File: src/sv/bb3_pkg.sv
// shared types, constants and reciprocal table for the 3x3 rgb box blur
package bb3_pkg;

  localparam int CH_W        = 8;
  localparam int SUM_W       = 12;
  localparam int RECIP_W     = 17;
  localparam int RECIP_SHIFT = 16;
  localparam int ENTRY_W     = 48;
  localparam int CFG_IDX_W   = 2;
  localparam int CFG_DATA_W  = 13;
  localparam int WIDTH_REG_W = 11;
  localparam int HEIGHT_W    = 13;

  localparam logic [CFG_IDX_W-1:0]   REG_IMAGE_WIDTH  = 2'd0;
  localparam logic [CFG_IDX_W-1:0]   REG_IMAGE_HEIGHT = 2'd1;
  localparam logic [WIDTH_REG_W-1:0] WIDTH_RESET      = 11'd640;
  localparam logic [HEIGHT_W-1:0]    HEIGHT_RESET     = 13'd480;
  localparam logic [HEIGHT_W-1:0]    HEIGHT_LIMIT     = 13'd4096;

  typedef struct packed {
    logic [CH_W-1:0] r;
    logic [CH_W-1:0] g;
    logic [CH_W-1:0] b;
  } pix_t;

  typedef struct packed {
    logic [SUM_W-1:0] r;
    logic [SUM_W-1:0] g;
    logic [SUM_W-1:0] b;
  } sums_t;

  typedef struct packed {
    logic [2:0] col;
    logic [2:0] row;
  } mask_t;

  typedef enum logic [1:0] {
    S_IDLE,
    S_READ,
    S_SUM,
    S_OUT
  } state_t;

  function automatic logic [1:0] count3(input logic [2:0] v);
    count3 = {1'b0, v[0]} + {1'b0, v[1]} + {1'b0, v[2]};
  endfunction

  // ceil(2^16 / n), exact floor for sums up to nine full-scale pixels
  function automatic logic [RECIP_W-1:0] recip_of(input mask_t m);
    logic [3:0] n;
    n = {2'b00, count3(m.col)} * {2'b00, count3(m.row)};
    unique case (n)
      4'd2:    recip_of = 17'd32768;
      4'd3:    recip_of = 17'd21846;
      4'd4:    recip_of = 17'd16384;
      4'd6:    recip_of = 17'd10923;
      4'd9:    recip_of = 17'd7282;
      default: recip_of = 17'd65536;
    endcase
  endfunction

endpackage

File: src/sv/bb3_window.sv
// 3x3 pixel window and masked per-channel sums
module bb3_window (
  input  logic           clk,
  input  logic           rst_n,
  input  logic           clear,
  input  logic           shift_en,
  input  bb3_pkg::pix_t  up2,
  input  bb3_pkg::pix_t  up1,
  input  bb3_pkg::pix_t  pix,
  input  logic           sum_en,
  input  bb3_pkg::mask_t mask,
  output bb3_pkg::sums_t sums
);
  import bb3_pkg::*;

  pix_t  win_r [9];
  sums_t sums_r;
  sums_t sums_nxt;

  always_ff @(posedge clk) begin
    if (!rst_n || clear) begin
      for (int k = 0; k < 9; k++) begin
        win_r[k] <= '0;
      end
    end else if (shift_en) begin
      for (int k = 0; k < 6; k++) begin
        win_r[k] <= win_r[k+3];
      end
      win_r[6] <= up2;
      win_r[7] <= up1;
      win_r[8] <= pix;
    end
  end

  always_comb begin
    sums_nxt = '0;
    for (int k = 0; k < 9; k++) begin
      if (mask.col[k/3] && mask.row[k%3]) begin
        sums_nxt.r = sums_nxt.r + SUM_W'(win_r[k].r);
        sums_nxt.g = sums_nxt.g + SUM_W'(win_r[k].g);
        sums_nxt.b = sums_nxt.b + SUM_W'(win_r[k].b);
      end
    end
  end

  always_ff @(posedge clk) begin
    if (sum_en) begin
      sums_r <= sums_nxt;
    end
  end

  assign sums = sums_r;

endmodule

File: config.mk
export PLATFORM = sky130hd
export DESIGN_NAME = bb3_window
export DESIGN_NICKNAME = d
export VERILOG_FILES = /design/src/sv/bb3_pkg.sv /design/src/sv/bb3_window.sv
export SDC_FILE = /design/constraint.sdc
export NUM_CORES = 1
export LEC_CHECK = 0
export BUFFER_PORTS_ARGS = -buffer_cell sky130_fd_sc_hd__buf_2
export CORE_MARGIN = 10
export CORE_UTILIZATION = 45
export DETAILED_ROUTE_END_ITERATION = 10
export PLACE_DENSITY_LB_ADDON = 0.2
export SLEW_MARGIN = 20
export SYNTH_ARGS = -nofsm -noshare
export SYNTH_HDL_FRONTEND = slang
export SYNTH_SLANG_ARGS = --single-unit
export TNS_END_PERCENT = 5
File: constraint.sdc
create_clock -name clk -period 27.6 [get_ports clk]
set_input_delay 4.14 -clock clk [delete_from_list [all_inputs] [get_ports clk]]
set_output_delay 4.14 -clock clk [all_outputs]
set_load 0.005 [all_outputs]
==> qor.yml <==
status:
  status: "finished, final reports clean"
die:
  die_w_um: 232.8
  dieArea_um2: 54190
  die-height_um: 232.8
  rows: 77
  core-area_um2: 44510
  ios: 119
  initial_core_util: 0.4578
clock_tree:
  cts_resized: 0
  clock_latency_ns: 0.57
  h-tree-depth: 1
  cts_sinks: 252
  post-cts-setup-buffers: 0
  cts_hold_buf: 0
  cts_buffer_depth: 3
  clkTransAtPathRegs_ns: 0.06
  cts_tree: "done"
  cts-root-buf: "clkbuf_16"
  numCtsBuffers: 30
cells_and_area:
  drive_above_1_share: 0.1160
  n_antenna_cell: 0
  final_area_um2: 22610
  n_fill_cell: 4066
  nNetsFinal: 2534
  syn_to_final_growth_pct: 10.95
sta:
  slew_headroom: 0.3307
  slew_violations: 0
  fmax_mhz: 72.90
  hold_viol: 0
  skew_ns: 0.01136
  period_share: 0.4970
  finalSetupViolCount: 0
  rsz0062_at_grt: "no"
  min_period_ns: 13.72
  setup_ws_ns: 13.88
  worst_pin_slew_ns: 1.004
  tns_ns: 0
global_route:
  track_usage: 0.1897
  antenna_found_initial: 0
  grt_max_degree: 118
  first_global_vias: 15630
  grt_overflow: 0
  grt_pass1_wl_um: 83460
power_and_ir_drop:
  pwr-share-clk: 0.376
  swShare: 0.2818
  p_comb_frac: 0.214
  seq_power_share: 0.410
  power_mw: 1.129
  p_int_uw: 811.0
  power.density_nw_per_um2: 49.94
  p_leak_nw: 9.976
  power_switching_uw: 318.1
  peakVddDrop_mv: 0.05812
setup_path:
  r2r_slack_ns: 17.72
  path_common_cell: "ha_1"
  worst_r2r_path_depth: 45
  path_class: "primary input to register"
  slowest_stage: "buf_2"
  cp-end-kind: "register"
  arrival_ns: 14.04
  crit_required_ns: 27.92
  crit_path_start_kind: "primary input"
  r2r_end: "sums[23]"
  slowest_delay_ns: 0.49
  r2r_start: "win_r[0][8]"
  critPathMaxFanout: 38
placement:
  postPlaceCellArea_um2: 21550
  gp_congestion: 0.8900
  io_buffer_count: 118
  pre_cts_slack_ns: 13.42
  dpl.hpwl_um: 40220
routing:
  dr_total_vias: 15670
  drc_errors: 0
  first_iter_violations: 1092
  wl_per_cell_um: 18.28
  first_pass_iters: 6
  totalWireLength_um: 52130
  maxUsedRoutingLayer: "met4"
  wl_met3_um: 2571
  met1Wirelength_um: 25620
  avgViaCountPerCell: 5.497
  ant_nets: 0
  wl_met2_um: 22920
min_path:
  hold_path_class: "register to register"
  hold_path_depth: 1
  min_to: "win_r[0][142]"
  hp-start: "win_r[0][214]"
synth:
  synth_edf_count: 252
  yosys_register_bits: 252
  yosysUniqueCellTypes: 85
  synth_nets: 2440
  ys_seq_area_frac: 0.3714
  synth_area_um2: 20380
  synth_warnings: 0
  synth.avg_cell_area_um2: 9.518
  synth_top_area_frac: 0.3714
  netlist_top_cells_count: "edfxtp_1 (252), and2_1 (237), ha_1 (192), o21ai_0 (158), nor2_1 (153)"
  yosys.area.top_type: "edfxtp_1"
  synth_area_leaders: "edfxtp_1 (37%), ha_1 (12%), and2_1 (7.3%), xnor2_1 (4.2%), o21ai_0 (3.9%)"
  syn_inst: 2141
  async_flop_share: 0
  yosysMostFrequentCell: "edfxtp_1"
  ys.flop_type: "edfxtp_1"
flow_run:
  cap_viol_max_count: 0
[stage by stage]
step | hold WS [ns] | util | instances
floorplan | 0.5291 | - | 2141
global placement | 0.5486 | 0.4842 | 2795
detailed placement | 0.5462 | 0.4842 | 2795
CTS | 0.5631 | 0.5080 | 2851
global route | 0.5740 | 0.5080 | 2851
finish | 0.5572 | 0.5080 | 2851
[layer usage]
layer / track usage / up-vias
met1: 0.2745 / 7420
met5: 0 / -
li1: - / 7808
met3: 0.02178 / 56
met2: 0.2963 / 389
met4: 0.04666 / 0
[flip-flops by register name (all words and copies together) (netlist names)]
name	flops
win_r	216
sums	36
[how the worst max path moves through the flow]
stage | startpoint | to | slack, ns | cells past startpoint
6_report | mask[3] | sums[23] | 13.88 | 46
5_1_grt | mask[3] | sums[23] | 13.16 | 51
4_1_cts | mask[3] | sums[23] | 14.02 | 46
3_5_place_dp | mask[3] | sums[23] | 13.42 | 46
3_3_place_gp | mask[3] | sums[23] | 13.66 | 46
2_1_floorplan | mask[3] | sums[23] | 14.48 | 48
[cell type report]
| type | count | area (um2) | share of cell area |
|---|---|---|---|
| Clock buffer | 32 | 779.5 | 0.03448 |
| Timing Repair Buffer | 134 | 710.7 | 0.03143 |
| Sequential cell | 252 | 7567 | 0.3347 |
| Multi-Input combinational cell | 1672 | 11990 | 0.5303 |
| Clock inverter | 24 | 276.5 | 0.01223 |
| Inverter | 145 | 544.3 | 0.02407 |
| Tap cell | 592 | 740.7 | 0.03276 |
[placed cells by master (no fill, tap or decap), types with 19 or more instances in the layout]
master | synthesis | final
a21o_1 | 44 | 44
nor2_1 | 153 | 153
nor3_1 | 32 | 32
a211oi_1 | 24 | 24
nand3_1 | 19 | 19
xnor2_1 | 97 | 97
fa_1 | 24 | 24
xor2_1 | 34 | 34
nor2b_1 | 47 | 47
buf_2 | 4 | 118
o21a_1 | 50 | 50
edfxtp_1 | 252 | 252
nand2b_1 | 26 | 26
mux2_2 | 49 | 49
ha_1 | 192 | 192
clkbuf_16 | 0 | 31
inv_1 | 145 | 145
o21bai_1 | 22 | 22
and2_1 | 237 | 237
nand2_1 | 132 | 132
o21ai_0 | 158 | 158
a21oi_1 | 143 | 143
and3_1 | 20 | 20
[logic make-up (layout without fill, tap and decap cells)]
logic type | after synthesis | count (layout) | synth area share
AO/OA/AOI/OAI | 559 | 559 | 0.1744
XOR/XNOR | 133 | 133 | 0.05821
adder cells (fa/ha/maj) | 218 | 218 | 0.1425
buffers and inverters | 217 | 335 | 0.04053
flip-flops | 252 | 252 | 0.3714
multiplexers | 66 | 66 | 0.03586
AND/OR/NAND/NOR | 696 | 696 | 0.1771
[worst max-delay path: cells and delay by family]
| kind | cells | cell delay (ns) |
|---|---|---|
| simple gates | 8 | 1.44 |
| buf+inv | 3 | 0.65 |
| fa+ha+maj | 9 | 2.95 |
| xor+xnor | 1 | 0.15 |
| mux | 2 | 0.51 |
| compound gates | 23 | 4.20 |
[power by group through the flow]
stage	logic, mW	clock network, mW	registers [mW]
after floorplan	0.179	0	0.464
after global placement	0.230	0	0.470
after detailed placement	0.240	0	0.470
after CTS	0.241	0.435	0.462
after global routing	0.274	0.446	0.465
final	0.242	0.424	0.462
Note: power is estimated with default switching activity, not from simulation.
