**config.mk**
```make
export PLATFORM = sky130hd
export DESIGN_NAME = bb3_divide
export DESIGN_NICKNAME = d
export VERILOG_FILES = /design/src/sv/bb3_pkg.sv /design/src/sv/bb3_divide.sv
export SDC_FILE = /design/constraint.sdc
export NUM_CORES = 1
export LEC_CHECK = 0
export BUFFER_PORTS_ARGS = -buffer_cell sky130_fd_sc_hd__buf_4
export CAP_MARGIN = 20
export CORE_MARGIN = 2
export CORE_UTILIZATION = 28
export DETAILED_ROUTE_END_ITERATION = 10
export SLEW_MARGIN = 40
export SYNTH_ARGS = -nofsm -noshare
export SYNTH_HDL_FRONTEND = slang
export SYNTH_SLANG_ARGS = --single-unit
```
**constraint.sdc**
```tcl
create_clock -name vclk -period 12.3
set_input_delay 1.845 -clock vclk [all_inputs]
set_output_delay 1.845 -clock vclk [all_outputs]
set_load 0.1 [all_outputs]
```
**src/sv/bb3_pkg.sv**
```systemverilog
// shared types, constants and reciprocal table for the 3x3 rgb box blur
package bb3_pkg;

  localparam int CH_W        = 8;
  localparam int SUM_W       = 12;
  localparam int RECIP_W     = 17;
  localparam int RECIP_SHIFT = 16;
  localparam int ENTRY_W     = 48;
  localparam int CFG_IDX_W   = 2;
  localparam int CFG_DATA_W  = 13;
  localparam int WIDTH_REG_W = 11;
  localparam int HEIGHT_W    = 13;

  localparam logic [CFG_IDX_W-1:0]   REG_IMAGE_WIDTH  = 2'd0;
  localparam logic [CFG_IDX_W-1:0]   REG_IMAGE_HEIGHT = 2'd1;
  localparam logic [WIDTH_REG_W-1:0] WIDTH_RESET      = 11'd640;
  localparam logic [HEIGHT_W-1:0]    HEIGHT_RESET     = 13'd480;
  localparam logic [HEIGHT_W-1:0]    HEIGHT_LIMIT     = 13'd4096;

  typedef struct packed {
    logic [CH_W-1:0] r;
    logic [CH_W-1:0] g;
    logic [CH_W-1:0] b;
  } pix_t;

  typedef struct packed {
    logic [SUM_W-1:0] r;
    logic [SUM_W-1:0] g;
    logic [SUM_W-1:0] b;
  } sums_t;

  typedef struct packed {
    logic [2:0] col;
    logic [2:0] row;
  } mask_t;

  typedef enum logic [1:0] {
    S_IDLE,
    S_READ,
    S_SUM,
    S_OUT
  } state_t;

  function automatic logic [1:0] count3(input logic [2:0] v);
    count3 = {1'b0, v[0]} + {1'b0, v[1]} + {1'b0, v[2]};
  endfunction

  // ceil(2^16 / n), exact floor for sums up to nine full-scale pixels
  function automatic logic [RECIP_W-1:0] recip_of(input mask_t m);
    logic [3:0] n;
    n = {2'b00, count3(m.col)} * {2'b00, count3(m.row)};
    unique case (n)
      4'd2:    recip_of = 17'd32768;
      4'd3:    recip_of = 17'd21846;
      4'd4:    recip_of = 17'd16384;
      4'd6:    recip_of = 17'd10923;
      4'd9:    recip_of = 17'd7282;
      default: recip_of = 17'd65536;
    endcase
  endfunction

endpackage

```
**src/sv/bb3_divide.sv**
```systemverilog
// divide channel sums by the neighbor count through a reciprocal multiply
module bb3_divide (
  input  bb3_pkg::sums_t               sums,
  input  logic [bb3_pkg::RECIP_W-1:0]  rcp,
  output bb3_pkg::pix_t                quot
);
  import bb3_pkg::*;

  localparam int PROD_W = SUM_W + RECIP_W;

  logic [PROD_W-1:0] prod_r_w;
  logic [PROD_W-1:0] prod_g_w;
  logic [PROD_W-1:0] prod_b_w;

  assign prod_r_w = PROD_W'(sums.r) * PROD_W'(rcp);
  assign prod_g_w = PROD_W'(sums.g) * PROD_W'(rcp);
  assign prod_b_w = PROD_W'(sums.b) * PROD_W'(rcp);

  assign quot.r = prod_r_w[RECIP_SHIFT +: CH_W];
  assign quot.g = prod_g_w[RECIP_SHIFT +: CH_W];
  assign quot.b = prod_b_w[RECIP_SHIFT +: CH_W];

endmodule

```
==> results.ini, run 1 <==
[run_status]
outcome=finished clean

[cts]
post-cts-setup-buffers=0
postCtsHoldBufs=0
cts_resized=0

[drt]
wl_met1_um=16700
vias=12200
viasPerCell=4.53
final_antenna_net_count=0
routed-wl-met3_um=1510
wl_met2_um=19500
dr.pass1.iters=5
drt_iter0_drc=511
drt-total-wl_um=38100
dr.max_layer_used=met5
post_drt_wl_per_cell_um=14.2
drcViolationCount=0

[cells_and_area]
fillers=6226
clkbuf_count=0
drive_gt1_share_pct=4.20
syn_to_final_growth_pct=6.79
antenna_cells=0
final-seq-area_sq_um=0
nFlopsAndLatches=0
nNetsFinal=2531
mostFrequentLayoutCells=545 x inv_1, 423 x fa_1, 419 x nand2_1
final_common_cell=inv_1

[floorplanning]
start_util_pct=28.3
ios=77
fp.dieW_um=245
core-area_sq_um=57700
rows=88
die-area_sq_um=60200
die_y_um=245

[timing]
finalCriticalPeriod_ns=9.50
maxSlewHeadroom_pct=52.4
fmaxAchievable_mhz=105
setup-violations-final=0
fin_crit_sh_pct=77.2
hold_violations=0
worst_pin_slew_ns=0.696
rsz0062_at_grt=no
tns_ns=0
slew_viol_final=0

[grt]
grt_pass1_wl_um=67300
grt_pass1_vias=14000
grt_max_degree=37
gr-total-overflow=0
track_usage_pct=13.5
antenna_found_initial=1

[synth]
synth_fp_nets=2566
synthCells=1964
ys_types=45
yosys_warnings=0
syn_area_per_cell_sq_um=8.31
ys_seq_area_share_pct=0
synth_area_sq_um=16300

[worst_setup_path]
crit_fanout=36
path_class=input pin to primary output
worstPathRequired_ns=10.45
cp.arrival_ns=7.65
start_kind=input pin
end_kind=primary output

[min_path]
hold_path.class=input pin to primary output

[placement]
gp_congestion=0.807
dp.final_hpwl_um=30700
numPortBuffers=77

[run]
maxCapViolations=0

per-stage QoR:
step | util [%] | worst slack, ns | hold WS [ns] | instance area (sq um) | instances
finish | 30.2 | 2.80 | 4.61 | 17400 | 2692
CTS | 30.2 | 2.80 | 4.62 | 17400 | 2692
detailed placement | 30.2 | 2.82 | 4.61 | 17400 | 2692
global route | 30.2 | 2.48 | 4.69 | 17400 | 2692
global placement | 30.2 | 2.84 | 4.60 | 17400 | 2692
floorplan | - | 2.17 | 4.56 | 16300 | 1964
cells by family (layout without fill, tap and decap cells):
group / Yosys count / count (layout) / synth area share (%)
buf+inv: 659 / 622 / 15.2
simple gates: 637 / 637 / 17.8
compound gates: 70 / 70 / 2.82
fa+ha+maj: 549 / 549 / 61.6
xor+xnor: 49 / 49 / 2.63
synth_stat cells (2+ instances only):
cell type	number	area [sq um]
o21a_1	3	22.5
o31ai_1	3	22.5
xor2_1	11	96.3
o211ai_1	5	37.5
nor4_1	2	12.5
nand3_1	8	40.0
nor2_1	15	56.3
a21o_1	5	37.5
a21oi_1	21	105
nand2_1	419	1570
o21bai_1	2	15.0
nor2b_1	3	18.8
a31oi_1	2	12.5
and2_1	168	1050
o21ai_0	12	60.1
xnor2_1	38	333
ha_1	126	1580
inv_1	545	2050
nor3_1	6	30.0
and3_1	2	12.5
nand4_1	2	12.5
a211o_1	2	17.5
clkbuf_1	114	428
nand2b_1	3	18.8
a2111oi_0	2	17.5
a211oi_1	2	15.0
nand4b_1	2	17.5
o41ai_1	2	17.5
fa_1	423	8470
critical path, stage by stage:
cell      delay (ns)
buf_4           0.35
nand2_1         0.15
fa_1            0.56
inv_1           0.05
fa_1            0.55
fa_1            0.43
fa_1            0.49
inv_1           0.05
fa_1            0.47
inv_1           0.04
ha_1            0.29
a21o_1          0.19
a21o_1          0.17
a211o_1         0.38
or4_4           0.51
o21ai_2         0.20
or4b_1          0.45
o311ai_1        0.10
buf_4           0.34
final timing paths:
check	from	endpoint	slack [ns]	cells after the start
setup / recovery	rcp[6]	quot[6]	2.80	19
hold / removal	sums[10]	quot[7]	4.61	7
layout make-up:
| type | instances | area (sq um) | share of cell area [%] |
|---|---|---|---|
| inverter | 545 | 2050 | 11.7 |
| timing repair buffer | 77 | 578 | 3.32 |
| multi-input combinational | 1305 | 13800 | 79.4 |
| tap | 765 | 957 | 5.49 |
layer usage:
layer  GRT usage [%]  vias to the layer above
met5               0                        -
met4            1.37                        2
met3           0.742                       30
met2            25.0                      293
met1            17.8                     6440
li1                -                     5437
Power of run 1 is left out: the tool's default activity adds up to more than one toggle a clock period on the data nets, which glitch-free logic cannot reach.
==> inputs of run 2 (changes only) <==
- ABC_AREA: unset -> 1
- clock period: 12.3 -> 9.55 ns (I/O delays scaled with it)
==> run 2 against run 1 <==
- sequential share of layout area stayed put
- via count increased by 20%
- sequential cell count is the same
- routed wire length up 21%
- first-iteration DRC count is 54% higher
- die area grew 11%
- final cell count rose by 25%
- utilization fell by 0.22 points
- synthesized cell count up 30%
- design area grew 10%
- non-clock buffer count stayed put
- largest cell class unchanged
- highest routed layer is now met4
==> results.ini, run 2 <==
[floorplanning]
core-area_sq_um=64100
die_y_um=258
rows=93
die-area_sq_um=66700
start_util_pct=28.2
fp.dieW_um=258
ios=77

[cells_and_area]
antenna_cells=0
drive_gt1_share_pct=4.12
nFlopsAndLatches=0
syn_to_final_growth_pct=6.23
final_util_pct=30.0
final-seq-area_sq_um=0
mostFrequentLayoutCells=795 x nand2_1, 776 x inv_1, 423 x fa_1
nNetsFinal=3105
final_common_cell=nand2_1
clkbuf_count=0

[grt]
use_met3_pct=1.02
grt_max_degree=37
grt_pass1_vias=15600
busiest_layer=met2
use_met2_pct=25.6
grt_pass1_wl_um=79500
antenna_found_initial=0
use_met1_pct=20.0
track_usage_pct=14.5
gr-total-overflow=0

[synth]
synth_common_cells=795 x nand2_1, 776 x inv_1, 423 x fa_1
ys_types=33
yosys-top-cells-area=fa_1 47%, nand2_1 16%, inv_1 16%, ha_1 8.7%, clkbuf_1 2.3%
synth_compound_area_share_pct=3.15
synth_top_area_share_pct=46.8
synth_area_leader_cell=fa_1
ys_seq_area_share_pct=0
muxShareOfSynthArea_pct=0
synth_area_sq_um=18100
yosys_warnings=0
yosys.area_share.adder_pct=55.5
yosys.cell_count.top_type=nand2_1
synth_top_family_by_area=adder cells
syn_area_per_cell_sq_um=7.09
synthCells=2552
synth_fp_nets=3154
synth_simple_gate_area_share_pct=21.1
synthXorXnorAreaFrac_pct=1.02

[drt]
drt_iter0_drc=788
drt-total-wl_um=46200
dr.pass1.iters=7
drcViolationCount=0
final_antenna_net_count=0
post_drt_wl_per_cell_um=13.8
vias=14600
viasPerCell=4.36

[worst_setup_path]
worstPathRequired_ns=8.12
cp.arrival_ns=6.39
startpoint=rcp[14]
path_class=input pin to primary output
start_kind=input pin
end_kind=primary output
crit_fanout=30

[timing]
fin_crit_sh_pct=81.9
maxSlewHeadroom_pct=62.8
setup-violations-final=0
hold_violations=0
slew_viol_final=0
rsz0062_at_grt=no
worst_pin_slew_ns=0.558
finalCriticalPeriod_ns=7.82
fmaxAchievable_mhz=128
tns_ns=0

[min_path]
hold_start=sums[24]
hold_path.class=input pin to primary output

[cts]
post-cts-setup-buffers=0
postCtsHoldBufs=0
cts_resized=0

[placement]
gp_congestion=0.848
dp.final_hpwl_um=37300
numPortBuffers=77

[run]
maxCapViolations=0

[run_status]
outcome=finished clean

[run 2: changes by cell type in the layout (fill, tap and decap cells not counted), moves of 37 or more]
| cell | previous run | this run |
|---|---|---|
| nand2_1 | 419 | 795 |
| nand3_1 | 8 | 49 |
| and2_1 | 168 | 1 |
| nor2_1 | 15 | 72 |
| inv_1 | 545 | 776 |
| a21oi_1 | 21 | 58 |
[run 2: cell type report]
type | instances | area [sq um]
fill | 7018 | 44900
timing repair buffer | 77 | 578
inverter | 786 | 2950
tap | 855 | 1070
multi-input combinational | 1638 | 14600
[run 2: final timing paths]
path	to	slack, ns	cells after the start
hold / removal	quot[21]	3.72	8
setup / recovery	quot[15]	1.73	20
[run 2: through the flow]
stage	cell area, sq um	setup slack [ns]	std cells	hold slack (ns)
after floorplan	18100	1.24	2552	3.77
after global placement	19200	1.77	3356	3.72
after detailed placement	19200	1.75	3356	3.73
after CTS	19200	1.74	3356	3.73
after global routing	19200	1.43	3356	3.80
final	19200	1.73	3356	3.72
[run 2: critical path, cell delays in order]
cell,delay [ns]
buf_4,0.37
nand2_1,0.12
fa_1,0.50
inv_1,0.06
fa_1,0.51
inv_1,0.06
fa_1,0.55
inv_1,0.06
fa_1,0.44
fa_1,0.40
ha_1,0.41
a21oi_1,0.26
nor2_1,0.07
nor2_1,0.11
and2_1,0.13
nand2_1,0.05
nor2_1,0.38
nand2_1,0.10
nand2_1,0.08
buf_4,0.28
[run 2: cells by family after synthesis]
kind of cell               after synthesis
xor gates and xnor gates                21
AOI/OAI and AO/OA                      106
adders and majority gates              549
buffers and inverters                  914
and+or+nand+nor                        962
[run 2: layer usage]
metal	routed length, um	share of wire, %
met4	474	1.0
met2	22500	49
met5	0	0
met1	21300	46
met3	1900	4.1
Power of run 2 is left out for the same reason.
==> inputs of run 3 (changes only) <==
- clock period: 9.55 -> 7.5 ns (I/O delays scaled with it)
==> run 3 against run 2 <==
- first-iteration DRC count is 7.0% lower
- setup slack got worse by 1.4 ns
- routed wire length up 0.65%
- die area did not move
- largest cell class unchanged
==> results.ini, run 3 (synthesis results as in run 2) <==
[timing]
rsz0062_at_grt=no
fmaxAchievable_mhz=139
maxSlewHeadroom_pct=64.1
hold_violations=0
setup_slack_ns=0.326
holdWs_ns=3.12
finalCriticalPeriod_ns=7.17
slew_viol_final=0
fin_crit_sh_pct=95.7
tns_ns=0
worst_pin_slew_ns=0.538
setup-violations-final=0

[grt]
grt_pass1_wl_um=78700
grt_max_degree=37
gr-total-overflow=0
track_usage_pct=14.4
grt_pass1_vias=15400
antenna_found_initial=2

[drt]
routed-wl-met3_um=2150
dr.max_layer_used=met5
drcViolationCount=0
final_antenna_net_count=0
drt-total-wl_um=46600
dr.pass1.iters=5
post_drt_wl_per_cell_um=13.8
wl_met1_um=21500
wl_met2_um=22400
viasPerCell=4.40
drt_iter0_drc=733
vias=14800

[cells_and_area]
stdcell_count=3373
final-seq-area_sq_um=0
nNetsFinal=3121
mostFrequentLayoutCells=795 x nand2_1, 776 x inv_1, 423 x fa_1
drive_gt1_share_pct=4.85
clkbuf_count=0
syn_to_final_growth_pct=7.17
final_common_cell=nand2_1
nFlopsAndLatches=0

[floorplanning]
core-area_sq_um=64100
die_y_um=258
ios=77
die-area_sq_um=66700
rows=93
fp.dieW_um=258
start_util_pct=28.2

[min_path]
hold_depth=8
hold_path.class=input pin to primary output

[placement]
place_ws_ns=0.362
dp.final_hpwl_um=38100
numPortBuffers=77
dp_cells=3372
gp_congestion=0.862

[worst_setup_path]
crit_fanout=36
cp.arrival_ns=6.05
path_class=input pin to primary output
end_kind=primary output
startpoint=rcp[11]
critPathCapture=quot[15]
worstPathRequired_ns=6.38
start_kind=input pin

[cts]
post-cts-setup-buffers=0
postCtsHoldBufs=0
cts_resized=0

[run]
maxCapViolations=0

[run_status]
outcome=finished clean

run 3: cell types whose count changed in the layout (fill, tap and decap cells not counted):
cell,change
buf_4,+14
xor2_2,+3
diode_2,+1
xor2_1,-3
buf_12,+2
run 3: worst min path at each step:
stage          endpoint      from  slack, ns
2_1_floorplan  quot[18]    rcp[1]       3.13
3_3_place_gp   quot[21]  sums[24]       3.12
3_5_place_dp   quot[21]  sums[24]       3.13
4_1_cts        quot[21]  sums[24]       3.13
5_1_grt        quot[13]  sums[12]       3.19
6_report       quot[21]  sums[24]       3.12
run 3: worst max-delay path: stages:
cell      delay [ns]
buf_4           0.37
nand2_1         0.14
fa_1            0.52
fa_1            0.52
inv_1           0.06
fa_1            0.49
fa_1            0.50
inv_1           0.05
fa_1            0.47
inv_1           0.04
ha_1            0.30
a21oi_1         0.19
a21boi_1        0.23
nand2_1         0.07
nand2_1         0.07
nand2_1         0.05
nor2_1          0.36
nand2_1         0.11
nand2_1         0.08
buf_4           0.28
run 3: routing by layer:
layer | GRT usage (%) | vias up
met5 | 0 | -
met4 | 1.53 | 2
met3 | 0.461 | 33
met2 | 24.9 | 325
met1 | 20.6 | 7443
li1 | - | 7028
run 3: cell type report:
| cell class | instances | area (sq um) |
|---|---|---|
| Antenna cell | 1 | 2.50 |
| Fill cell | 6950 | 44700 |
| Inverter | 786 | 2950 |
| Multi-Input combinational cell | 1638 | 14600 |
| Tap cell | 855 | 1070 |
| Timing Repair Buffer | 93 | 723 |
run 3: per-stage QoR:
stage	utilization (%)	area (sq um)
4_1_cts	30.2	19400
3_5_place_dp	30.2	19400
2_1_floorplan	-	18100
5_1_grt	30.2	19400
6_report	30.2	19400
3_3_place_gp	30.2	19400
Power of run 3 is left out for the same reason.
